`src/rtl/adfea_line_parser_macros.svh`:
```
// assertion macros for the line parser
`ifndef ADFEA_LINE_PARSER_MACROS_SVH
`define ADFEA_LINE_PARSER_MACROS_SVH

// same-cycle implication, checked outside reset
`define ADF_ASSERT_NOW(lbl, ante, cons, msg) \
  lbl: assert property (@(posedge clk_i) disable iff (!rst_ni) (ante) |-> (cons)) \
    else $error(msg);

// next-cycle implication, checked outside reset
`define ADF_ASSERT_NEXT(lbl, ante, cons, msg) \
  lbl: assert property (@(posedge clk_i) disable iff (!rst_ni) (ante) |=> (cons)) \
    else $error(msg);

`endif

```
`src/rtl/adfea_pkg.sv`:
```
// shared types and constants of the line parser
package adfea_pkg;

  // character codes
  localparam logic [7:0] CH_EOL   = 8'h00;
  localparam logic [7:0] CH_SPACE = 8'h20;
  localparam logic [7:0] CH_COLON = 8'h3A;
  localparam logic [7:0] CH_PLUS  = 8'h2B;
  localparam logic [7:0] CH_MINUS = 8'h2D;
  localparam logic [7:0] CH_ZERO  = 8'h30;
  localparam logic [7:0] CH_NINE  = 8'h39;

  // label codes
  localparam logic [1:0] LABEL_NONE = 2'b00;
  localparam logic [1:0] LABEL_POS  = 2'b01;
  localparam logic [1:0] LABEL_NEG  = 2'b11;

  // register map
  localparam int unsigned PADDR_W = 3;
  localparam logic [0:0] REG_IGNORE_GROUP = 1'b0;

  // accumulator widths and limits
  localparam int unsigned ACC_W = 64;
  localparam int unsigned SUM_W = ACC_W + 4;
  localparam logic [SUM_W-1:0] GROUP_MAG_LIMIT = 68'h0_0000_0000_8000_0000;
  localparam logic [ACC_W-1:0] GROUP_POS_MAX   = 64'h0000_0000_7FFF_FFFF;

  // stream widths
  localparam int unsigned TDATA_W = 104;

  // token position within the line
  typedef enum logic [2:0] {
    PH_SKIP0 = 3'd0,
    PH_SKIP1 = 3'd1,
    PH_LABEL = 3'd2,
    PH_FEAT  = 3'd3,
    PH_GROUP = 3'd4
  } phase_e;

  // one result word
  typedef struct packed {
    logic        is_feature;
    logic [63:0] feat_id;
    logic [31:0] grp_id;
    logic        new_group;
    logic [1:0]  label;
    logic        last_of_line;
    logic        status;
  } res_t;

  // results produced by one character, first in r0
  typedef struct packed {
    logic [1:0] cnt;
    res_t       r0;
    res_t       r1;
  } push_t;

  // modulo-3 pointer step
  function automatic logic [1:0] inc3(input logic [1:0] p);
    logic [1:0] r;
    r = (p == 2'd2) ? 2'd0 : p + 2'd1;
    return r;
  endfunction

endpackage

```
`src/rtl/adfea_parse.sv`:
```
// per-character token parser with line state
module adfea_parse (
  input  logic                clk_i,
  input  logic                rst_ni,
  input  logic                en_i,
  input  logic [7:0]          char_i,
  input  logic                ignore_i,
  output adfea_pkg::push_t    push_o
);

  adfea_pkg::phase_e phase_q, phase_d;
  logic              in_tok_q, in_tok_d;
  logic [63:0]       acc_q, acc_d;
  logic              neg_q, neg_d;
  logic              dig_q, dig_d;
  logic [63:0]       pend_q, pend_d;
  logic              pg_valid_q, pg_valid_d;
  logic [31:0]       pg_val_q, pg_val_d;
  logic [1:0]        label_q, label_d;
  logic              err_q, err_d;

  // token close results
  logic              num;
  logic              cl_err;
  adfea_pkg::phase_e cl_phase;
  logic [1:0]        cl_label;
  logic [63:0]       cl_pend;
  logic              cl_emit;
  logic [31:0]       cl_grp;
  logic              cl_ng;
  adfea_pkg::res_t   cl_res;

  // digit accumulate
  logic [3:0]        digit;
  logic [67:0]       sum;
  logic              ovf;
  logic              is_digit;

  adfea_pkg::res_t   eol_res;

  assign num = (phase_q == adfea_pkg::PH_LABEL) || (phase_q == adfea_pkg::PH_FEAT) ||
               ((phase_q == adfea_pkg::PH_GROUP) && !ignore_i);

  // what closing the current token would do
  always_comb begin
    cl_err   = 1'b0;
    cl_phase = phase_q;
    cl_label = label_q;
    cl_pend  = pend_q;
    cl_emit  = 1'b0;
    cl_grp   = ignore_i ? 32'd0 : (neg_q ? 32'd0 - acc_q[31:0] : acc_q[31:0]);
    cl_ng    = !pg_valid_q || (pg_val_q != cl_grp);
    if (num && !dig_q) begin
      cl_err = 1'b1;
    end else if (num && phase_q != adfea_pkg::PH_FEAT && !neg_q &&
                 acc_q > adfea_pkg::GROUP_POS_MAX) begin
      cl_err = 1'b1;
    end else begin
      unique case (phase_q)
        adfea_pkg::PH_SKIP0: cl_phase = adfea_pkg::PH_SKIP1;
        adfea_pkg::PH_SKIP1: cl_phase = adfea_pkg::PH_LABEL;
        adfea_pkg::PH_LABEL: begin
          cl_label = (!neg_q && acc_q != 64'd0) ? adfea_pkg::LABEL_POS : adfea_pkg::LABEL_NEG;
          cl_phase = adfea_pkg::PH_FEAT;
        end
        adfea_pkg::PH_FEAT: begin
          cl_pend  = acc_q;
          cl_phase = adfea_pkg::PH_GROUP;
        end
        adfea_pkg::PH_GROUP: begin
          cl_emit  = 1'b1;
          cl_phase = adfea_pkg::PH_FEAT;
        end
        default: cl_phase = phase_q;
      endcase
    end
    cl_res.is_feature   = 1'b1;
    cl_res.feat_id      = pend_q;
    cl_res.grp_id       = cl_grp;
    cl_res.new_group    = cl_ng;
    cl_res.label        = label_q;
    cl_res.last_of_line = 1'b0;
    cl_res.status       = 1'b0;
  end

  // decimal step: acc * 10 + digit, checked against the token's limit
  assign digit    = char_i[3:0] - adfea_pkg::CH_ZERO[3:0];
  assign sum      = {1'b0, acc_q, 3'b000} + {3'b000, acc_q, 1'b0} + {64'd0, digit};
  assign ovf      = (phase_q == adfea_pkg::PH_FEAT) ? (sum[67:64] != 4'd0)
                                                    : (sum > adfea_pkg::GROUP_MAG_LIMIT);
  assign is_digit = (char_i >= adfea_pkg::CH_ZERO) && (char_i <= adfea_pkg::CH_NINE);

  // next state and results
  always_comb begin
    phase_d    = phase_q;
    in_tok_d   = in_tok_q;
    acc_d      = acc_q;
    neg_d      = neg_q;
    dig_d      = dig_q;
    pend_d     = pend_q;
    pg_valid_d = pg_valid_q;
    pg_val_d   = pg_val_q;
    label_d    = label_q;
    err_d      = err_q;
    push_o.cnt = 2'd0;
    push_o.r0  = cl_res;
    push_o.r1  = cl_res;

    eol_res.is_feature   = 1'b0;
    eol_res.feat_id      = 64'd0;
    eol_res.grp_id       = 32'd0;
    eol_res.new_group    = 1'b0;
    eol_res.label        = label_q;
    eol_res.last_of_line = 1'b1;
    eol_res.status       = err_q;

    if (en_i) begin
      if (char_i == adfea_pkg::CH_EOL) begin
        if (!err_q && in_tok_q) begin
          eol_res.label  = cl_label;
          eol_res.status = cl_err;
        end
        if (!err_q && in_tok_q && !cl_err && cl_emit) begin
          push_o.cnt = 2'd2;
          push_o.r1  = eol_res;
        end else begin
          push_o.cnt = 2'd1;
          push_o.r0  = eol_res;
        end
        // back to the start of a line
        phase_d    = adfea_pkg::PH_SKIP0;
        in_tok_d   = 1'b0;
        acc_d      = 64'd0;
        neg_d      = 1'b0;
        dig_d      = 1'b0;
        pend_d     = 64'd0;
        pg_valid_d = 1'b0;
        pg_val_d   = 32'd0;
        label_d    = adfea_pkg::LABEL_NONE;
        err_d      = 1'b0;
      end else if (err_q) begin
        // skip the rest of a bad line
      end else if (char_i == adfea_pkg::CH_SPACE || char_i == adfea_pkg::CH_COLON) begin
        if (in_tok_q) begin
          in_tok_d = 1'b0;
          acc_d    = 64'd0;
          neg_d    = 1'b0;
          dig_d    = 1'b0;
          if (cl_err) begin
            err_d = 1'b1;
          end else begin
            phase_d = cl_phase;
            label_d = cl_label;
            pend_d  = cl_pend;
            if (cl_emit) begin
              push_o.cnt = 2'd1;
              pg_valid_d = 1'b1;
              pg_val_d   = cl_grp;
            end
          end
        end
      end else begin
        in_tok_d = 1'b1;
        if (num) begin
          if (is_digit) begin
            if (ovf) begin
              err_d = 1'b1;
            end else begin
              acc_d = sum[63:0];
              dig_d = 1'b1;
            end
          end else if (!in_tok_q && char_i == adfea_pkg::CH_PLUS) begin
            // leading plus
          end else if (!in_tok_q && char_i == adfea_pkg::CH_MINUS &&
                       phase_q != adfea_pkg::PH_FEAT) begin
            neg_d = 1'b1;
          end else begin
            err_d = 1'b1;
          end
        end
      end
    end
  end

  // line state
  always_ff @(posedge clk_i or negedge rst_ni) begin
    if (!rst_ni) begin
      phase_q    <= adfea_pkg::PH_SKIP0;
      in_tok_q   <= 1'b0;
      acc_q      <= 64'd0;
      neg_q      <= 1'b0;
      dig_q      <= 1'b0;
      pend_q     <= 64'd0;
      pg_valid_q <= 1'b0;
      pg_val_q   <= 32'd0;
      label_q    <= adfea_pkg::LABEL_NONE;
      err_q      <= 1'b0;
    end else begin
      phase_q    <= phase_d;
      in_tok_q   <= in_tok_d;
      acc_q      <= acc_d;
      neg_q      <= neg_d;
      dig_q      <= dig_d;
      pend_q     <= pend_d;
      pg_valid_q <= pg_valid_d;
      pg_val_q   <= pg_val_d;
      label_q    <= label_d;
      err_q      <= err_d;
    end
  end

endmodule

```
`src/rtl/adfea_rfifo.sv`:
```
// three-entry result queue taking up to two words per cycle
module adfea_rfifo (
  input  logic             clk_i,
  input  logic             rst_ni,
  input  adfea_pkg::push_t push_i,
  input  logic             pop_i,
  output logic             room_o,
  output logic             valid_o,
  output adfea_pkg::res_t  head_o
);

  adfea_pkg::res_t mem_q [3];
  logic [1:0]      wp_q, wp_d;
  logic [1:0]      rp_q, rp_d;
  logic [1:0]      cnt_q, cnt_d;
  logic            pop;

  assign valid_o = (cnt_q != 2'd0);
  assign room_o  = (cnt_q <= 2'd1);
  assign head_o  = mem_q[rp_q];
  assign pop     = pop_i && valid_o;

  // pointers and fill level
  always_comb begin
    wp_d  = wp_q;
    rp_d  = pop ? adfea_pkg::inc3(rp_q) : rp_q;
    cnt_d = cnt_q + push_i.cnt - {1'b0, pop};
    unique case (push_i.cnt)
      2'd1:    wp_d = adfea_pkg::inc3(wp_q);
      2'd2:    wp_d = adfea_pkg::inc3(adfea_pkg::inc3(wp_q));
      default: wp_d = wp_q;
    endcase
  end

  always_ff @(posedge clk_i or negedge rst_ni) begin
    if (!rst_ni) begin
      wp_q  <= 2'd0;
      rp_q  <= 2'd0;
      cnt_q <= 2'd0;
    end else begin
      wp_q  <= wp_d;
      rp_q  <= rp_d;
      cnt_q <= cnt_d;
    end
  end

  // storage
  always_ff @(posedge clk_i) begin
    if (push_i.cnt != 2'd0) begin
      mem_q[wp_q] <= push_i.r0;
    end
    if (push_i.cnt == 2'd2) begin
      mem_q[adfea_pkg::inc3(wp_q)] <= push_i.r1;
    end
  end

endmodule

```
`src/rtl/adfea_line_parser.sv`:
```
// top level of the character-serial line parser
//
//  channel | dir | payload
//  s_axis  | in  | tdata[7:0] char_code
//  m_axis  | out | tdata feat_id..status, tuser is_feature, tlast last_of_line
//  apb     | in  | register 0 at byte address 0: ignore_group
//
// one character per cycle while the result queue has room: input register, one pass of parse logic, result queue
// the decimal step (acc * 10 + digit and limit check) is the longest path
// a character giving two words writes both into the result queue, and both go out on the master side
// the input side stalls only when the three-word result queue holds two or more words
// reset clears all line state and the register; no clearing pass
`include "adfea_line_parser_macros.svh"

module adfea_line_parser (
  input  logic                            clk_i,
  input  logic                            rst_ni,
  // character stream
  input  logic                            s_axis_tvalid,
  output logic                            s_axis_tready,
  input  logic [7:0]                      s_axis_tdata,   // [7:0] char_code
  // result stream
  output logic                            m_axis_tvalid,
  input  logic                            m_axis_tready,
  // [63:0] feat_id, [95:64] grp_id, [96] new_group, [98:97] label,
  // [99] status, [103:100] zero
  output logic [adfea_pkg::TDATA_W-1:0]   m_axis_tdata,
  output logic                            m_axis_tuser,   // [0] is_feature
  output logic                            m_axis_tlast,
  // configuration
  input  logic                            psel,
  input  logic                            penable,
  input  logic                            pwrite,
  input  logic [adfea_pkg::PADDR_W-1:0]   paddr,
  input  logic [31:0]                     pwdata,
  output logic [31:0]                     prdata,
  output logic                            pready
);

  logic             ignore_q;
  logic             in_valid_q;
  logic [7:0]       char_q;
  logic             fire;
  logic             room;
  logic             cfg_hit;
  adfea_pkg::push_t push;
  adfea_pkg::res_t  head;

  // register port
  assign pready  = 1'b1;
  assign cfg_hit = (paddr[2:2] == adfea_pkg::REG_IGNORE_GROUP);
  assign prdata  = cfg_hit ? {31'd0, ignore_q} : 32'd0;

  always_ff @(posedge clk_i or negedge rst_ni) begin
    if (!rst_ni) begin
      ignore_q <= 1'b0;
    end else if (psel && penable && pwrite && cfg_hit) begin
      ignore_q <= pwdata[0];
    end
  end

  // input register
  assign fire          = in_valid_q && room;
  assign s_axis_tready = !in_valid_q || fire;

  always_ff @(posedge clk_i or negedge rst_ni) begin
    if (!rst_ni) begin
      in_valid_q <= 1'b0;
    end else if (s_axis_tready) begin
      in_valid_q <= s_axis_tvalid;
    end
  end

  always_ff @(posedge clk_i) begin
    if (s_axis_tvalid && s_axis_tready) begin
      char_q <= s_axis_tdata;
    end
  end

  adfea_parse u_parse (
    .clk_i    (clk_i),
    .rst_ni   (rst_ni),
    .en_i     (fire),
    .char_i   (char_q),
    .ignore_i (ignore_q),
    .push_o   (push)
  );

  adfea_rfifo u_rfifo (
    .clk_i   (clk_i),
    .rst_ni  (rst_ni),
    .push_i  (push),
    .pop_i   (m_axis_tready),
    .room_o  (room),
    .valid_o (m_axis_tvalid),
    .head_o  (head)
  );

  // result word packing
  assign m_axis_tdata = {4'd0, head.status, head.label, head.new_group,
                         head.grp_id, head.feat_id};
  assign m_axis_tuser = head.is_feature;
  assign m_axis_tlast = head.last_of_line;

  // checks
  `ADF_ASSERT_NOW(a_last_not_feature, m_axis_tvalid && m_axis_tlast, !m_axis_tuser, "end-of-line word flagged as feature")
  `ADF_ASSERT_NOW(a_feature_ok_status, m_axis_tvalid && m_axis_tuser, !m_axis_tdata[99] && !m_axis_tlast, "feature word carries status or last")
  `ADF_ASSERT_NOW(a_no_overwrite, s_axis_tvalid && s_axis_tready && in_valid_q, fire, "input register overwritten before parse")
  `ADF_ASSERT_NEXT(a_accept_loads, s_axis_tvalid && s_axis_tready, in_valid_q, "accepted character not held")

endmodule

```
`config.mk`:
```
export PLATFORM = sky130hd
export DESIGN_NAME = adfea_line_parser
export DESIGN_NICKNAME = d
export VERILOG_FILES = /design/src/rtl/adfea_pkg.sv /design/src/rtl/adfea_parse.sv /design/src/rtl/adfea_rfifo.sv /design/src/rtl/adfea_line_parser.sv
export VERILOG_INCLUDE_DIRS = /design/src /design/src/rtl
export SDC_FILE = /design/constraint.sdc
export NUM_CORES = 1
export LEC_CHECK = 0
export BUFFER_PORTS_ARGS = -buffer_cell sky130_fd_sc_hd__buf_2
export CORE_MARGIN = 1.5
export CORE_UTILIZATION = 40
export DETAILED_ROUTE_END_ITERATION = 10
export PLACE_DENSITY = 0.66
export SYNTH_ARGS = -nofsm -noshare
export SYNTH_HDL_FRONTEND = slang
export SYNTH_SLANG_ARGS = --single-unit
```
`constraint.sdc`:
```
create_clock -name clk_i -period 11.7 [get_ports clk_i]
set_input_delay 0.585 -clock clk_i [delete_from_list [all_inputs] [get_ports clk_i]]
set_output_delay 0.585 -clock clk_i [all_outputs]
set_load 0.01 [all_outputs]
```
==> results of run 1 <==
==> logic make-up after synthesis <==
group | share of synthesized area
compound gates | 0.147
other cells | 0.000268
buf+inv | 0.0371
flops | 0.496
xor+xnor | 0.0326
mux | 0.0433
simple gates | 0.183
fa+ha+maj | 0.0605
==> layer usage <==
layer / global-route usage / vias up
met5: 0 / -
met4: 0.0573 / 10
met3: 0.0288 / 113
met2: 0.325 / 513
met1: 0.281 / 10100
li1: - / 10100
==> cell type report <==
cell class                 instances  area (µm²)
inverter                          34         128
tap                              931        1160
clock inverter                    29         383
clock buffer                      64        1370
sequential                       492       13900
timing repair buffer             146         802
fill                            6547       37900
multi-input combinational       2095       13300
==> critical path: cells and delay by family (launching register included) <==
kind,cells,cell delay (ns)
adders and majority gates,2,1.02
DFF,1,0.51
AOI/OAI and AO/OA,6,2.82
xor gates and xnor gates,1,0.18
buffers and inverters,2,0.77
and+or+nand+nor,5,1.14
==> power by group <==
group          switching, W  total [W]  internal (W)
Sequential        0.0000944    0.00200       0.00191
Clock              0.000678    0.00170       0.00102
Combinational      0.000516   0.000839      0.000323
==> sequential cells by signal, indices dropped and copies added (netlist names), 3 cells and up <==
| name | count |
|---|---|
| u_parse.phase_q | 3 |
| u_parse.acc_q | 64 |
| char_q | 8 |
| u_parse.pg_val_q | 32 |
| u_rfifo.mem_q | 306 |
| u_parse.pend_q | 64 |
==> cells in the final DEF (no fill, tap or decap), types with 11 or more instances in the layout <==
cell       synthesis  routed
nand2b_1          37      37
xnor2_1           60      60
and2_1           208     208
buf_2              5     120
o31ai_1           36      34
xor2_1            44      44
clkinv_1           3      11
or2_2             14      14
o21ai_0          257     257
or3_1             16      16
o211ai_1          16      16
a211oi_1          18      17
o21bai_1          12      11
nor3_1            34      34
nand3_1           18      17
and3_1            14      14
conb_1             2      36
a22o_1            55      55
a21o_1            29      29
buf_4             37      25
nand2_1          384     381
nor4_1            28      28
ha_1             132     132
edfxtp_1         314     314
nand4_1           44      44
a31oi_1           13      13
a21oi_1          108     108
nor2_1           210     210
o21a_1            19      19
inv_1             31      31
mux2i_1          111     111
dfrtp_1          178     176
clkbuf_16          0      51
==> how the worst max path moves through the flow <==
stage,startpoint,to,slack [ns]
after floorplan,u_parse.acc_q[60],u_rfifo.mem_q[1][0],1.08
after global routing,u_parse.acc_q[0],u_parse.acc_q[42],4.89
after global placement,u_parse.acc_q[0],u_parse.acc_q[63],5.39
after detailed placement,u_parse.acc_q[0],u_parse.acc_q[5],5.34
final,u_parse.acc_q[0],u_parse.acc_q[42],5.16
after CTS,u_parse.acc_q[0],u_parse.acc_q[42],5.31
==> stage by stage <==
stage	setup slack (ns)	power, W
floorplan	1.08	0.00256
global placement	5.39	0.00288
detailed placement	5.34	0.00289
CTS	5.31	0.00459
global route	4.89	0.00473
finish	5.16	0.00455
==> impl_metrics.json, run 1 <==
{
  "postLayoutCoreUtil": 0.450,
  "timing.fmax_mhz": 153,
  "hold-worst-slack_ns": -0.0157,
  "hold_path.class": "primary input to asynchronous set/reset pin",
  "drt-met1-wl_um": 33700,
  "synth-async-reset-ratio": 0.362,
  "slew_headroom": 0.199,
  "avgSynthCellArea_um2": 10.0,
  "r2r_slack_ns": 5.16,
  "yosys_most_used_dff": "edfxtp_1",
  "fin_crit_ns": 6.54,
  "grt_max_degree": 121,
  "antenna_found_initial": 5,
  "final-max-slew-violation-count": 0,
  "final_area_um2": 31000,
  "tightest_slew_ns": 1.19,
  "min_period_over_period": 0.559,
  "wl_met2_um": 33400,
  "leakage_nw": 12.7,
  "critPathKind": "flop to flop",
  "vdd_drop_max_v": 0.000114,
  "r2r_cells": 16,
  "cp-start-kind": "flop",
  "cp.arrival_ns": 7.06,
  "synth.most_common_cell": "nand2_1",
  "finalHoldViolations": 7,
  "reg2reg_to": "u_parse.acc_q[42]",
  "maxCapViolCount": 0,
  "p_per_area_nw_per_um2": 147,
  "setup_viol": 0,
  "synth.area.top_cells": "edfxtp_1, dfrtp_1, ha_1, nand2_1, and2_1",
  "ctsHoldBuffers": 0,
  "ctsResizeCount": 0,
  "cp.required_ns": 12.22,
  "synth.distinct_cells": 79,
  "gp_congestion": 0.959,
  "ant_nets": 0,
  "core_area_um2": 68900,
  "synth-edff-count": 314,
  "cts_tree": "built",
  "drc_errors": 0,
  "drive_gt1_frac": 0.0937,
  "die_x_um": 267,
  "insertedDiodeCount": 0,
  "io_buffers": 121,
  "vias": 20800,
  "path_cells": "inv_1 -> fa_1 -> fa_1 -> nand2b_1 -> a21oi_1 -> o211ai_1 -> a311oi_1 -> nor2_1 -> xnor2_1 -> or4_1 -> o41ai_1 -> nand2_1 -> o41ai_4 -> and2_1 -> buf_4 -> a22o_1",
  "cts_setup_buffers": 0,
  "cts_max_path_buffers": 3,
  "die_y_um": 267,
  "insertion_delay_ns": 0.60,
  "syn_to_final_growth_pct": 10.8,
  "nets": 3003,
  "wirelength_um": 72700,
  "placementRows": 96,
  "dp_cells": 3698,
  "cts.clk_slew.worst_paths_ns": 0.06,
  "overflow": 0,
  "slowest_delay_ns": 0.96,
  "drt-initial-drc-count": 1660,
  "violations": "hold timing",
  "syn-cell-area_um2": 28000,
  "cts-root-buf": "clkbuf_16",
  "timing.critical_path.slowest_stage_cell": "o41ai_1",
  "r2r_start": "u_parse.acc_q[0]",
  "drtPass1Iterations": 5,
  "dpl_cell_area_um2": 29300,
  "synthTopCellsByCount": "nand2_1, edfxtp_1, o21ai_0",
  "cts-buffers-inserted": 50,
  "skew_ns": 0.0303,
  "die_area_um2": 71500,
  "status": "finished, violations left",
  "rsz0062_at_grt": "no",
  "detail_route.wl_per_cell_um": 19.2,
  "cts.sinks": 492,
  "hpwl_um": 50400,
  "grt_pass1_vias": 19700,
  "synth-seq-area-share": 0.496,
  "yosys.area.top_type_share": 0.337,
  "initial_core_util": 0.406,
  "synth_warnings": 0,
  "synth_seq_cells": 492,
  "netlist_instances": 2787,
  "end_kind": "flop",
  "top_layer_used": "met5",
  "ios": 191,
  "cpMostUsedCell": "fa_1",
  "grt_pass1_wl_um": 113000,
  "via_per_inst": 5.49,
  "grt.total_usage": 0.201,
  "synth_top_area_cell": "edfxtp_1",
  "met3_length_um": 3630,
  "cp_max_fo": 49,
  "htreeDepth": 2,
  "setup_tns_ns": 0,
  "finalNonFillerCells": 3791
}
(Power assumes the default switching activity.)
==> run 2: changes to the inputs <==
Settings changed: ABC_AREA set to 1.
Clock period 11.7 ns to 6.5 ns, I/O delays scaled along.
==> run 2 against run 1 <==
Compared with the run above:
- power rose by 79%
- critical path type unchanged
- sequential share of layout area fell by 1.9 points
- non-clock buffer count rose by 19
- the run now ends clean
- highest routed layer is now met4
- via count rose by 17%
- flip-flop and latch count did not move
==> impl_metrics.json, run 2 <==
{
  "skew_ns": 0.0260,
  "core_area_um2": 71700,
  "timing.fmax_mhz": 193,
  "slowest_delay_ns": 0.77,
  "htreeDepth": 2,
  "power.internal_w": 0.00562,
  "synth-seq-area-share": 0.477,
  "yosys_most_used_dff": "edfxtp_1",
  "gp_congestion": 0.952,
  "cp-start-kind": "flop",
  "holdPathStages": 3,
  "largest_register_ffs": 306,
  "reg2reg_to": "u_rfifo.mem_q[2][17]",
  "yosys.area.top_type_share": 0.324,
  "r2r_start": "u_parse.acc_q[56]",
  "top_register": "u_rfifo.mem_q",
  "vdd_drop_max_v": 0.000300,
  "synth_top_family_by_area": "simple AND/OR/NAND/NOR gates",
  "synth.area.top_cells": "edfxtp_1, dfrtp_1, nand2_1, inv_1, nor2_1",
  "nFillCells": 7062,
  "min_period_over_period": 0.797,
  "p_switching_w": 0.00252,
  "fin_crit_ns": 5.18,
  "syn-cell-area_um2": 29100,
  "top_regs": "u_rfifo.mem_q x306, u_parse.acc_q x64, u_parse.pend_q x64",
  "pwr-share-comb": 0.224,
  "critPathKind": "flop to flop",
  "min_to": "u_rfifo.rp_q[0]",
  "synth_seq_cells": 492,
  "synth.most_common_cell": "nand2_1",
  "hpwl_um": 60800,
  "die_y_um": 273,
  "cts.clk_slew.worst_paths_ns": 0.06,
  "muxShareOfSynthArea": 0,
  "cts_tree": "built",
  "p_per_area_nw_per_um2": 251,
  "overflow": 0,
  "synth-async-reset-ratio": 0.362,
  "cts-root-buf": "clkbuf_16",
  "finalHoldViolations": 0,
  "cp_max_fo": 15,
  "synth_fa_ha_area_frac": 0.0581,
  "r2r_cells": 18,
  "antenna_found_initial": 1,
  "insertion_delay_ns": 0.60,
  "ctsHoldBuffers": 10,
  "yosys.area_share.simple": 0.260,
  "rsz0062_at_grt": "no",
  "status": "complete, no violations",
  "avgSynthCellArea_um2": 7.87,
  "end_kind": "flop",
  "cts-buffers-inserted": 50,
  "timing.critical_path.slowest_stage_cell": "nor4_1",
  "synth-edff-count": 314,
  "via_per_inst": 5.11,
  "synthTopCellsByCount": "nand2_1, inv_1, nor2_1",
  "grt_pass1_vias": 22900,
  "final_common_cell": "nand2_1",
  "final_cell_mix": "nand2_1, inv_1, nor2_1, edfxtp_1, nand3_1",
  "pre_cts_slack_ns": 1.37,
  "path_buf_inv": 5,
  "leakage_nw": 15.3,
  "tightest_slew_ns": 1.29,
  "initial_core_util": 0.406,
  "clkPwrFrac": 0.350,
  "syn_to_final_growth_pct": 11.3,
  "cts_setup_buffers": 0,
  "ant_nets": 0,
  "wirelength_um": 82700,
  "ctsResizeCount": 0,
  "nets": 3968,
  "die_x_um": 273,
  "r2r_slack_ns": 1.32,
  "cp.required_ns": 6.81,
  "insertedDiodeCount": 0,
  "netlist_instances": 3699,
  "slew_headroom": 0.134,
  "hold_path.class": "primary input to flop",
  "swShare": 0.309,
  "grt_max_degree": 87,
  "grt.total_usage": 0.220,
  "placementRows": 98,
  "grt_pass1_wl_um": 129000,
  "path_cells": "nor2_1 -> nand4_1 -> nor4_1 -> nand3_1 -> nand4_1 -> o21ai_0 -> nor2_1 -> nand2_1 -> inv_1 -> nand2_1 -> inv_1 -> ha_1 -> inv_1 -> nor2_1 -> inv_1 -> o21ai_4 -> buf_4 -> nor2_1",
  "drc_errors": 0,
  "synth.distinct_cells": 48,
  "final_area_um2": 32400,
  "detail_route.wl_per_cell_um": 17.3,
  "cp.arrival_ns": 5.49,
  "synth_top_area_cell": "edfxtp_1",
  "final-max-slew-violation-count": 0,
  "io_buffers": 121,
  "hp-start": "m_axis_tready",
  "drive_gt1_frac": 0.0690,
  "synth-compound-area-share": 0.0913,
  "dpl_cell_area_um2": 30700,
  "drtPass1Iterations": 6,
  "seq_power_share": 0.426,
  "setup_tns_ns": 0,
  "die_area_um2": 74400,
  "synthXorXnorAreaFrac": 0.00873,
  "maxCapViolCount": 0,
  "cts_max_path_buffers": 3,
  "drt-initial-drc-count": 2034,
  "vias": 24400,
  "setup_viol": 0,
  "worst_slack_ns": 1.32,
  "ios": 191,
  "cts.sinks": 492,
  "synth_warnings": 0,
  "critPathTopFamily": "simple AND/OR/NAND/NOR gates"
}
[run 2: cell count changes in the layout (fill, tap and decap cells not counted), sizes merged, moves of 21 or more]
cell	before	now
nand3	18	261
nor2	210	520
a22o	55	0
and2	209	1
mux2i	111	0
a21o	29	4
o22ai	6	50
nand2	384	974
o211ai	16	108
nand2b	37	0
inv	33	591
o21ai	259	142
xnor2	60	4
a21oi	109	88
[run 2: worst max path at each step]
| stage | start | to | slack, ns | cells after the start |
|---|---|---|---|---|
| 5_1_grt | u_parse.acc_q[58] | u_rfifo.mem_q[2][17] | 1.06 | 18 |
| 2_1_floorplan | char_q[1] | u_rfifo.mem_q[0][0] | -0.78 | 8 |
| 6_report | u_parse.acc_q[56] | u_rfifo.mem_q[2][17] | 1.32 | 18 |
| 3_3_place_gp | u_parse.acc_q[56] | u_rfifo.mem_q[2][48] | 1.36 | 13 |
| 4_1_cts | u_parse.acc_q[56] | u_rfifo.mem_q[2][17] | 1.33 | 18 |
| 3_5_place_dp | u_parse.acc_q[56] | u_rfifo.mem_q[2][17] | 1.37 | 18 |
[run 2: final cells by class]
cell class                      count  area (µm²)  area share
Tap cell                          950        1190      0.0367
Clock inverter                     20         215     0.00664
Multi-Input combinational cell   2484       12400       0.382
Sequential cell                   492       13900       0.429
Clock buffer                       74        1410      0.0436
Inverter                          591        2220      0.0685
Timing Repair Buffer              165        1110      0.0342
[run 2: layer usage]
metal,vias to the layer above,global-route usage,wire length (µm)
met5,-,0,0
met2,685,0.354,37900
met3,82,0.0316,5450
met1,11600,0.314,37800
met4,0,0.0493,1530
li1,12100,-,-
[run 2: through the flow]
stage / hold WS [ns] / utilization / instances / power (W)
2_1_floorplan: 0.0294 / - / 3733 / 0.00456
3_3_place_gp: 0.381 / 0.428 / 4672 / 0.00537
3_5_place_dp: 0.390 / 0.428 / 4672 / 0.00538
4_1_cts: 0.0346 / 0.452 / 4776 / 0.00822
5_1_grt: 0.0951 / 0.452 / 4776 / 0.00848
6_report: 0.0651 / 0.452 / 4776 / 0.00814
[run 2: tightest hold or removal path, cell delays in order]
cell and delay, ns:
buf_2 0.12, nand2_1 0.09, o21ai_0 0.07
[run 2: cell families (layout without fill, tap and decap cells)]
| kind of cell | Yosys count | in the layout |
|---|---|---|
| compound gates | 436 | 436 |
| xor+xnor | 29 | 29 |
| buf+inv | 757 | 850 |
| fa+ha+maj | 134 | 134 |
| other cells | 2 | 36 |
| flops | 492 | 492 |
| simple gates | 1849 | 1849 |
[run 2: power groups by stage]
stage	Clock, W	Sequential [W]	Combinational [W]
after floorplan	0	0.00342	0.00113
after detailed placement	0	0.00353	0.00185
after global placement	0	0.00353	0.00183
after CTS	0.00289	0.00347	0.00186
final	0.00285	0.00347	0.00182
after global routing	0.00301	0.00347	0.00199
